===== config.mk =====
export PLATFORM = sky130hd
export DESIGN_NAME = generational_handle_table
export DESIGN_NICKNAME = d
export VERILOG_FILES = /design/src/hdl/ght_pkg.sv /design/src/hdl/ght_slot_mem.sv /design/src/hdl/generational_handle_table.sv
export SDC_FILE = /design/constraint.sdc
export NUM_CORES = 2
export LEC_CHECK = 0
export BUFFER_PORTS_ARGS = -buffer_cell sky130_fd_sc_hd__buf_2
export CORE_ASPECT_RATIO = 0.6
export CORE_MARGIN = 2
export CORE_UTILIZATION = 45
export CTS_CLUSTER_SIZE = 25
export DETAILED_ROUTE_END_ITERATION = 7
export GPL_ROUTABILITY_DRIVEN = 0
export PLACE_DENSITY = 0.6
export SLEW_MARGIN = 40
export SYNTH_ARGS = -nofsm -noshare
export SYNTH_HDL_FRONTEND = slang
export SYNTH_SLANG_ARGS = --single-unit

===== constraint.sdc =====
create_clock -name clock -period 13.7 [get_ports clock]
set_input_delay 1.37 -clock clock [delete_from_list [all_inputs] [get_ports clock]]
set_output_delay 1.37 -clock clock [all_outputs]
set_load 0.02 [all_outputs]

===== src/hdl/ght_pkg.sv =====
// shared types and constants of the generational handle table
package ght_pkg;

   // table geometry
   localparam int SLOTS          = 16;
   localparam int SLOT_W         = $clog2(SLOTS);
   localparam int HANDLE_W       = 64;
   localparam int GEN_W          = HANDLE_W - SLOT_W;
   localparam int FILE_W         = 6;
   localparam int MAX_FILE_COUNT = 64;
   localparam int CNT_W          = 7;
   localparam int CSR_DATA_W     = 32;
   localparam int CSR_ADDR_W     = 2;

   // a slot whose generation reaches this value is retired for good
   localparam logic [GEN_W-1:0] GEN_LIMIT = {GEN_W{1'b1}};

   // request codes
   typedef enum logic [1:0] {
      KIND_OPEN    = 2'd0,
      KIND_RESOLVE = 2'd1,
      KIND_CLOSE   = 2'd2,
      KIND_CLEAR   = 2'd3
   } kind_type;

   // reply codes
   typedef enum logic [1:0] {
      STATUS_OK        = 2'd0,
      STATUS_NOT_FOUND = 2'd1,
      STATUS_NO_SLOT   = 2'd2
   } status_type;

   // request transaction payload
   typedef struct packed {
      kind_type              kind;
      logic [HANDLE_W-1:0]   handle_in;
      logic [FILE_W-1:0]     file_in;
   } req_type;

   // reply transaction payload
   typedef struct packed {
      status_type            status;
      logic [HANDLE_W-1:0]   handle_out;
      logic [FILE_W-1:0]     file_out;
   } rsp_type;

   // write port of the slot memory
   typedef struct packed {
      logic                  en;
      logic [SLOT_W-1:0]     addr;
      logic [GEN_W-1:0]      gen;
      logic [FILE_W-1:0]     file;
   } slot_wr_type;

endpackage


===== src/hdl/ght_slot_mem.sv =====
// slot memory holding generation and bound file of every slot
module ght_slot_mem (
   input  logic                        clock,
   input  logic                        reset,
   input  logic                        rd_en,
   input  logic [ght_pkg::SLOT_W-1:0]  rd_addr,
   input  ght_pkg::slot_wr_type        wr,
   output logic [ght_pkg::GEN_W-1:0]   rd_gen,
   output logic [ght_pkg::FILE_W-1:0]  rd_file
);
   import ght_pkg::*;

   logic [GEN_W+FILE_W-1:0] mem_ff [SLOTS];
   logic [SLOTS-1:0]        written_ff;
   logic [SLOTS-1:0]        written_in;
   logic [GEN_W+FILE_W-1:0] rd_data_ff;
   logic                    rd_written_ff;

   // memory write port and registered read port
   always_ff @(posedge clock) begin
      if (wr.en) begin
         mem_ff[wr.addr] <= {wr.gen, wr.file};
      end
      if (rd_en) begin
         rd_data_ff    <= mem_ff[rd_addr];
         rd_written_ff <= written_ff[rd_addr];
      end
   end

   // per-entry written flags, an unwritten entry reads as generation zero
   always_comb begin
      written_in = written_ff;
      if (wr.en) begin
         written_in[wr.addr] = 1'b1;
      end
   end

   always_ff @(posedge clock) begin
      if (reset) begin
         written_ff <= '0;
      end else begin
         written_ff <= written_in;
      end
   end

   // read data
   assign rd_gen  = rd_written_ff ? rd_data_ff[GEN_W+FILE_W-1:FILE_W] : '0;
   assign rd_file = rd_data_ff[FILE_W-1:0];

endmodule


===== src/hdl/generational_handle_table.sv =====
// top level of the generational handle table
//
// In each transaction, the cycle in which start is taken reads the addressed
// slot from the slot memory, and the next cycle checks it, writes it back and registers the
// reply. busy is high during that checking cycle only, so a new start can be taken in the cycle
// the reply is shown. rsp_strobe is high for exactly one cycle per transaction, registered as the
// lookup state ends, and every transaction (open, resolve, close, clear all) gives exactly one
// reply. The reply cannot be held off. The table comes up ready right after reset; no clearing
// pass is needed. file_count is written over the csr port, which is always ready, and should be
// written only while no transaction is in flight.
module generational_handle_table (
   input  logic                            clock,
   input  logic                            reset,
   // request channel
   input  logic                            start,
   output logic                            busy,
   input  ght_pkg::req_type                req_data,
   // reply channel
   output logic                            rsp_strobe,
   output ght_pkg::rsp_type                rsp_data,
   // configuration port
   input  logic                            csr_psel,
   input  logic                            csr_penable,
   input  logic                            csr_pwrite,
   input  logic [ght_pkg::CSR_ADDR_W-1:0]  csr_paddr,
   input  logic [ght_pkg::CSR_DATA_W-1:0]  csr_pwdata,
   output logic [ght_pkg::CSR_DATA_W-1:0]  csr_prdata,
   output logic                            csr_pready
);
   import ght_pkg::*;

   typedef enum logic [1:0] {
      ST_IDLE   = 2'b01,
      ST_LOOKUP = 2'b10
   } state_type;

   localparam logic [CSR_ADDR_W-1:0] ADDR_FILE_COUNT = '0;

   state_type         state_ff, state_in;
   logic [CNT_W-1:0]  file_count_ff, file_count_in;
   logic [SLOTS-1:0]  live_ff, live_in;
   logic [SLOTS-1:0]  retired_ff, retired_in;
   req_type           req_ff, req_in;
   logic [SLOT_W-1:0] slot_ff, slot_in;
   logic              free_ff, free_in;
   logic              file_ok_ff, file_ok_in;
   logic              rsp_strobe_ff, rsp_strobe_in;
   rsp_type           rsp_data_ff, rsp_data_in;

   logic              accept;
   logic              csr_write;
   logic [CNT_W-1:0]  eff_count;
   logic [SLOTS-1:0]  avail;
   logic [SLOT_W-1:0] free_slot;
   logic              free_any;
   slot_wr_type       wr;
   logic [GEN_W-1:0]  rd_gen;
   logic [FILE_W-1:0] rd_file;
   logic [GEN_W-1:0]  new_gen;
   logic              hit;

   assign busy      = (state_ff == ST_LOOKUP);
   assign accept    = start && !busy;
   assign csr_write = csr_psel && csr_penable && csr_pwrite && csr_pready;

   // configuration register
   assign csr_pready = 1'b1;
   assign csr_prdata = {{(CSR_DATA_W-CNT_W){1'b0}}, file_count_ff};

   always_comb begin
      file_count_in = file_count_ff;
      if (csr_write && csr_paddr == ADDR_FILE_COUNT) begin
         file_count_in = csr_pwdata[CNT_W-1:0];
      end
   end

   // effective file count, capped at the volume maximum
   assign eff_count = (file_count_ff > CNT_W'(MAX_FILE_COUNT)) ? CNT_W'(MAX_FILE_COUNT)
                                                               : file_count_ff;

   // lowest slot that is neither live nor retired
   assign avail = ~live_ff & ~retired_ff;

   always_comb begin
      free_slot = '0;
      for (int i = SLOTS - 1; i >= 0; i--) begin
         if (avail[i]) begin
            free_slot = SLOT_W'(i);
         end
      end
   end

   assign free_any = |avail;

   // slot memory
   ght_slot_mem u_slot_mem (
      .clock   (clock),
      .reset   (reset),
      .rd_en   (accept),
      .rd_addr (slot_in),
      .wr      (wr),
      .rd_gen  (rd_gen),
      .rd_file (rd_file)
   );

   assign new_gen = rd_gen + GEN_W'(1);
   assign hit     = live_ff[slot_ff] && (rd_gen == req_ff.handle_in[HANDLE_W-1:SLOT_W]);

   // request capture, slot check and write back
   always_comb begin
      state_in      = state_ff;
      live_in       = live_ff;
      retired_in    = retired_ff;
      req_in        = req_ff;
      slot_in       = slot_ff;
      free_in       = free_ff;
      file_ok_in    = file_ok_ff;
      rsp_strobe_in = 1'b0;
      rsp_data_in   = rsp_data_ff;
      wr            = '0;

      case (state_ff)
         ST_IDLE: begin
            if (accept) begin
               req_in     = req_data;
               slot_in    = (req_data.kind == KIND_OPEN) ? free_slot
                                                         : req_data.handle_in[SLOT_W-1:0];
               free_in    = free_any;
               file_ok_in = CNT_W'(req_data.file_in) < eff_count;
               state_in   = ST_LOOKUP;
            end
         end
         ST_LOOKUP: begin
            state_in               = ST_IDLE;
            rsp_strobe_in          = 1'b1;
            rsp_data_in.status     = STATUS_OK;
            rsp_data_in.handle_out = '0;
            rsp_data_in.file_out   = '0;
            case (req_ff.kind)
               KIND_OPEN: begin
                  if (!file_ok_ff) begin
                     rsp_data_in.status = STATUS_NOT_FOUND;
                  end else if (!free_ff) begin
                     rsp_data_in.status = STATUS_NO_SLOT;
                  end else begin
                     wr.en                  = 1'b1;
                     wr.addr                = slot_ff;
                     wr.gen                 = new_gen;
                     wr.file                = req_ff.file_in;
                     live_in[slot_ff]       = 1'b1;
                     retired_in[slot_ff]    = (new_gen == GEN_LIMIT);
                     rsp_data_in.handle_out = {new_gen, slot_ff};
                  end
               end
               KIND_RESOLVE, KIND_CLOSE: begin
                  if (hit) begin
                     rsp_data_in.file_out = rd_file;
                     if (req_ff.kind == KIND_CLOSE) begin
                        live_in[slot_ff] = 1'b0;
                     end
                  end else begin
                     rsp_data_in.status = STATUS_NOT_FOUND;
                  end
               end
               KIND_CLEAR: begin
                  live_in = '0;
               end
               default: begin
                  live_in = live_ff;
               end
            endcase
         end
         default: begin
            state_in = ST_IDLE;
         end
      endcase
   end

   // control registers
   always_ff @(posedge clock) begin
      if (reset) begin
         state_ff      <= ST_IDLE;
         file_count_ff <= '0;
         live_ff       <= '0;
         retired_ff    <= '0;
         rsp_strobe_ff <= 1'b0;
      end else begin
         state_ff      <= state_in;
         file_count_ff <= file_count_in;
         live_ff       <= live_in;
         retired_ff    <= retired_in;
         rsp_strobe_ff <= rsp_strobe_in;
      end
   end

   // payload registers
   always_ff @(posedge clock) begin
      req_ff      <= req_in;
      slot_ff     <= slot_in;
      free_ff     <= free_in;
      file_ok_ff  <= file_ok_in;
      rsp_data_ff <= rsp_data_in;
   end

   assign rsp_strobe = rsp_strobe_ff;
   assign rsp_data   = rsp_data_ff;

endmodule


---- After elaboration in Yosys (flattened, before gate mapping) ----
Memories as Yosys holds them, arrays and structs flattened. A register that Yosys moved wholly into a read port is not among the register bits.
Index checks and enable logic that the tools add are counted.
word-level totals
  flip-flop bits (word level) ............. 209
  bits in latches ......................... 0
  RAM bits ................................ 1056
  memory bits (read-only) ................. 0
  input bits .............................. 112
  output and inout port bits .............. 107
  word-level logic and storage cells ...... 109
  memories ................................ 1
operators by class
  $add $sub $neg .......................... 1
  $mul .................................... 0
  divide/modulo/power cells ............... 0
  $lt $le $gt $ge ......................... 7
  equality and inequality tests ........... 11
  shifts and indexed selects .............. 0
  mux-type cells .......................... 46
  bitwise logic cells ..................... 8
  reduce and logical (&&, ||, !) cells .... 19
memories
  memory             depth  bits a word  read ports  clocked after memory_dff  wr ports  RTL line            text
  u_slot_mem.mem_ff  16     66           1           1                         1         ght_slot_mem.sv:13  logic [GEN_W+FILE_W-1:0] mem_ff [SLOTS];
operators by type and width
  kind                                                                   count
  71-bit two-way mux                                                     4
  4-bit two-way mux                                                      19
  16-bit two-way mux                                                     4
  60-bit by 1-bit adder with 60-bit output, second input constant        1
  60-bit equality test                                                   1
  60-bit equality test, second input constant                            1
  60-bit two-way mux                                                     1
  16-bit inverter                                                        3
  16-bit one-hot mux with 3 select lines                                 1
  16-bit AND                                                             2
  16-bit OR                                                              2
  16-bit bitwise mux                                                     1
  16-bit OR reduction                                                    1
  4-bit by 5-bit < comparator with 1-bit output, second input constant   3
  1-bit binary-select mux with 4-bit select                              2
  1-bit demux with 4-bit select                                          2
  4-bit by 1-bit >= comparator with 1-bit output, second input constant  2
  1-bit two-way mux                                                      8
  2-bit inequality test, second input constant                           4
  7-bit greater-than comparator, second input constant                   1
  1-bit logical AND                                                      7
  6-bit by 7-bit < comparator with 1-bit output                          1
  7-bit two-way mux                                                      1
  2-bit equality test, second input constant                             3
  other kinds (11)                                                       17

---- Logic depth before layout (Yosys ltp) ----
  depth in word-level cells ............... 23
  gate-level depth with buffers ........... 21

---- By module ----
A second synthesis with hierarchy kept.
second synthesis, totals
  cells, all modules ...................... 2853
  area total of the unflattened synthesis .. 52756.8 µm²
modules (own cells, without submodules)
  module                     times used  cells an instance  area an instance (µm²)  sequential area each (µm²)
  ght_slot_mem               1           1839               42569.6                 34042.6
  generational_handle_table  1           1014               10187.3                 5185.0

---- Worst setup path before layout ----
Ideal clock, no wire load.
  kind .................................... in2reg
  from .................................... input start
  to ...................................... register u_slot_mem.rd_data_ff[36] (read register of u_slot_mem.mem_ff) (data pin)
  setup time .............................. 0.272 ns
  data arrival time ....................... 5.676 ns
  slack ................................... 7.752 ns
  stages .................................. 11
  path through ............................ nand2_1 or2_2 clkinv_1 and3_1 a221oi_1 clkbuf_1 clkbuf_1 buf_1 mux2i_1 o22ai_1 or4_1
between the ends
  longest elaborated chain between the ends .. 3
ends and longest elaborated chain
  element                RTL line                          text
  start: declaration     generational_handle_table.sv:15   input logic start,
  1-bit logical AND (*)  generational_handle_table.sv:63   assign accept = start && !busy;
  4-bit two-way mux      generational_handle_table.sv:124  if (accept) begin
  4-bit two-way mux      generational_handle_table.sv:122  case (state_ff)
  end: declaration       ght_slot_mem.sv:16                logic [GEN_W+FILE_W-1:0] rd_data_ff;
Every way passes the cells marked *; elsewhere a longest branch is shown, timed or not.
A chain may end at the register's enable or synchronous reset.

---- Worst setup path in the final report ----
  from .................................... register u_slot_mem.rd_written_ff
  to ...................................... register retired_ff[4]
between the ends
  longest elaborated chain between the ends .. 4
ends and longest elaborated chain
  element                                   RTL line                          text
  start: declaration                        ght_slot_mem.sv:17                logic rd_written_ff;
  start signal: assignment                  ght_slot_mem.sv:26                rd_written_ff <= written_ff[rd_addr];
  60-bit two-way mux                        ght_slot_mem.sv:47                assign rd_gen = rd_written_ff ? rd_data_ff[GEN_W+FILE_W-1:FILE_W] : '0;
  60-bit by 1-bit adder with 60-bit output  generational_handle_table.sv:106  assign new_gen = rd_gen + GEN_W'(1);
  via new_gen[0]                            generational_handle_table.sv:59   logic [GEN_W-1:0] new_gen;
  60-bit equality test                      generational_handle_table.sv:151  retired_in[slot_ff] = (new_gen == GEN_LIMIT);
  16-bit bitwise mux                        generational_handle_table.sv:151
  end signal: assignment                    generational_handle_table.sv:191  retired_ff <= retired_in;
  end: declaration                          generational_handle_table.sv:42   logic [SLOTS-1:0] retired_ff, retired_in;
The timed path passes the listed nets, and every way through them passes these cells.

==> results.sh <==
export IMPL_power_switching_share_pct=23.0
export IMPL_grt_overflow=0
export IMPL_die_h_um=272
export IMPL_p_clk_share_pct=41.7
export IMPL_postRouteWirelength_um=150000
export IMPL_cp_start_kind="flip-flop"
export IMPL_cts_tree="done"
export IMPL_seqCellArea_um2=39200
export IMPL_synth_seq_area_share_pct=73.1
export IMPL_wl_per_cell_um=28.8
export IMPL_grt_pass1_vias=29700
export IMPL_ff2ff_path_depth=13
export IMPL_instances_no_fill=5227
export IMPL_drv_slew=0
export IMPL_max_slew_margin_pct=41.3
export IMPL_cts_buffers=119
export IMPL_numPortBuffers=167
export IMPL_hold_viol=0
export IMPL_crit_path_start="u_slot_mem.rd_written_ff"
export IMPL_synthTopCellsByArea="edfxtp_1, mux2i_1, o22ai_1, dfxtp_1, nor2_1"
export IMPL_drc_errors=0
export IMPL_layout_drive_gt1_share_pct=15.6
export IMPL_synth_edff_count=1265
export IMPL_min_delay_start="u_slot_mem.written_ff[2]"
export IMPL_clk_pin_slew_ns=0.06
export IMPL_post_cts_resized=0
export IMPL_areaGrowthSynthToFinish_pct=13.2
export IMPL_tightest_slew_ns=0.880
export IMPL_critical_path_class="reg -> reg"
export IMPL_tns_ns=0
export IMPL_root_buffer="clkbuf_16"
export IMPL_synth_warnings=0
export IMPL_antenna_found_initial=5
export IMPL_power_frac_comb_pct=7.8
export IMPL_grt_max_degree=81
export IMPL_status="finished, final reports clean"
export IMPL_r2r_start="u_slot_mem.rd_written_ff"
export IMPL_fin_skew_ns=0.0550
export IMPL_cellLeakagePower_nw=20.5
export IMPL_hold_class="reg -> reg"
export IMPL_p_int_w=0.00685
export IMPL_stdcell_area_um2=60800
export IMPL_rsz0062_at_grt="no"
export IMPL_nNetsFinal=3645
export IMPL_holdWs_ns=0.470
export IMPL_drtIter0Drc=4024
export IMPL_powerDensity_nw_per_um2=146
export IMPL_rrSetupSlack_ns=7.61
export IMPL_end_kind="flip-flop"
export IMPL_htree_levels=3
export IMPL_fmax_mhz=164
export IMPL_period_minus_slack_ns=6.09
export IMPL_viasPerCell=5.95
export IMPL_setup_viol=0
export IMPL_cts_setup_buffers=0
export IMPL_place_area_um2=56300
export IMPL_insertion_delay_ns=0.76
export IMPL_synth_top_area_share_pct=70.8
export IMPL_synthCells=3380
export IMPL_syn_cell_area_um2=53700
export IMPL_yosysMostFrequentCell="edfxtp_1"
export IMPL_synth_distinct_cells=71
export IMPL_clk_path_buf_depth=3
export IMPL_dr_total_vias=31100
export IMPL_initial_utilization_pct=45.2
export IMPL_pwr_share_seq_pct=50.5
export IMPL_rows=98
export IMPL_hpwlAfterDp_um=82400
export IMPL_grt_usage_pct=24.3
export IMPL_grt_pass1_wl_um=214000
export IMPL_synth_flop_cell="edfxtp_1"
export IMPL_min_to="u_slot_mem.written_ff[2]"
export IMPL_hold_path_cell_count=2
export IMPL_fin_util_pct=51.2
export IMPL_design_core_area_um2=119000
export IMPL_pin_count=219
export IMPL_fillers=9782
export IMPL_synth_common_cells="edfxtp_1, mux2i_1, o22ai_1"
export IMPL_async_flop_share_pct=0
export IMPL_synth_area_per_cell_um2=15.9
export IMPL_p_sw_w=0.00204
export IMPL_clock_sinks=1327
export IMPL_crit_fanout=66
export IMPL_ant_nets=0
export IMPL_synth_seq_cells=1327
export IMPL_die_area_um2=122000
export IMPL_multi_input_area_um2=13600
export IMPL_cp_data_required_time_ns=14.34
export IMPL_finalCritPeriodShare_pct=44.4
export IMPL_postCtsHoldBufs=0
export IMPL_dp_cells=5001
export IMPL_die_w_um=450
export IMPL_irDropWorstVdd_mv=0.100
export IMPL_critPathArrivalTime_ns=6.73
export IMPL_synth_largest_area_cell="edfxtp_1"
export IMPL_maxCapViolCount=0
export IMPL_antennaDiodeCount=0
export IMPL_timing_rr_end="retired_ff[4]"
export IMPL_firstDrtPassIters=6
routing by layer:
| metal | share of wire (%) | global-route usage [%] | vias up |
|---|---|---|---|
| met5 | 0 | 0 | - |
| met2 | 45 | 37.4 | 1332 |
| met1 | 44 | 35.6 | 16000 |
| li1 | - | - | 13600 |
| met4 | 2.5 | 6.71 | 0 |
| met3 | 7.6 | 4.19 | 236 |
worst max path at each step:
stage / endpoint / slack (ns) / depth (start not counted)
6_report: retired_ff[4] / 7.61 / 13
5_1_grt: retired_ff[1] / 7.44 / 13
4_1_cts: u_slot_mem.rd_data_ff[39] / 7.61 / 13
3_5_place_dp: u_slot_mem.rd_data_ff[38] / 6.85 / 13
3_3_place_gp: u_slot_mem.rd_data_ff[38] / 6.99 / 13
2_1_floorplan: u_slot_mem.rd_data_ff[36] / 7.75 / 11
power by group through the flow:
stage	registers (W)	logic, W	clock network (W)
detailed placement	0.00458	0.000682	0
floorplan	0.00455	0.000470	0
global route	0.00449	0.000725	0.00391
finish	0.00449	0.000690	0.00371
global placement	0.00458	0.000679	0
CTS	0.00449	0.000687	0.00374
cells in the final DEF, fill, tap and decap left out, types with 20 or more instances in the layout:
master	Yosys	final
xnor2_1	32	28
a22oi_1	24	24
buf_2	31	167
nor2_2	0	59
nand2_1	128	127
mux2i_1	544	544
clkinv_2	0	29
bufinv_16	0	26
o22ai_1	301	301
nand4_1	32	32
clkbuf_16	0	123
o21ai_0	33	33
nor4_1	27	26
nand2b_1	26	23
nand3_1	31	29
edfxtp_1	1265	1265
dfxtp_1	62	62
nand3b_1	44	44
nor2_1	225	166
and3_1	30	30
nor3_1	24	24
a31oi_1	20	20
xor2_1	49	48
conb_1	2	26
and4_1	20	20
or4_1	69	69
buf_4	33	35
worst max-delay path, stage by stage, from the launching register on:
cell and delay, ns:
edfxtp_1 0.32, buf_4 0.55, buf_4 0.61, nand2_1 0.14, inv_1 0.15, ha_1 0.53, and4_1 0.34, nand4_1 0.20
nor4_4 0.77, nand2_1 0.22, a2111oi_2 0.72, and4b_1 0.34, nand4_4 0.49, o31ai_1 0.44
kinds of logic (layout without fill, tap and decap cells):
family / count (synthesis) / in the layout / synth area share (%)
AOI/OAI and AO/OA: 442 / 442 / 5.63
other: 2 / 26 / 0.0140
muxes: 552 / 552 / 10.4
xor gates and xnor gates: 81 / 81 / 1.32
buffers and inverters: 257 / 480 / 2.21
adders and majority gates: 10 / 10 / 0.233
and+or+nand+nor: 709 / 709 / 7.11
DFF: 1327 / 1327 / 73.1
final cells by class:
type                    instances  area share (%)
flip-flops and latches       1327            64.5
repair buffers                225            2.32
clock buffers                 136            5.20
inverters                      30           0.257
well taps                    1600            3.29
multi-input cells            1820            22.4
clock inverters                89            1.96
state kept, by name, summed over array words and instances, names as in the netlist:
name / cells
file_count_ff: 7
file_ok_ff: 1
free_ff: 1
live_ff: 16
req_ff: 68
retired_ff: 16
rsp_data: 72
rsp_strobe: 1
slot_ff: 4
state_ff: 2
u_slot_mem.mem_ff: 1056
u_slot_mem.rd_data_ff: 66
u_slot_mem.rd_written_ff: 1
u_slot_mem.written_ff: 16
metrics by stage:
| step | setup WS [ns] | power, W |
|---|---|---|
| after floorplan | 7.75 | 0.00502 |
| after global placement | 6.99 | 0.00526 |
| after detailed placement | 6.85 | 0.00526 |
| after CTS | 7.61 | 0.00892 |
| after global routing | 7.44 | 0.00913 |
| final | 7.61 | 0.00889 |
Power figures use the tool's default switching activity.
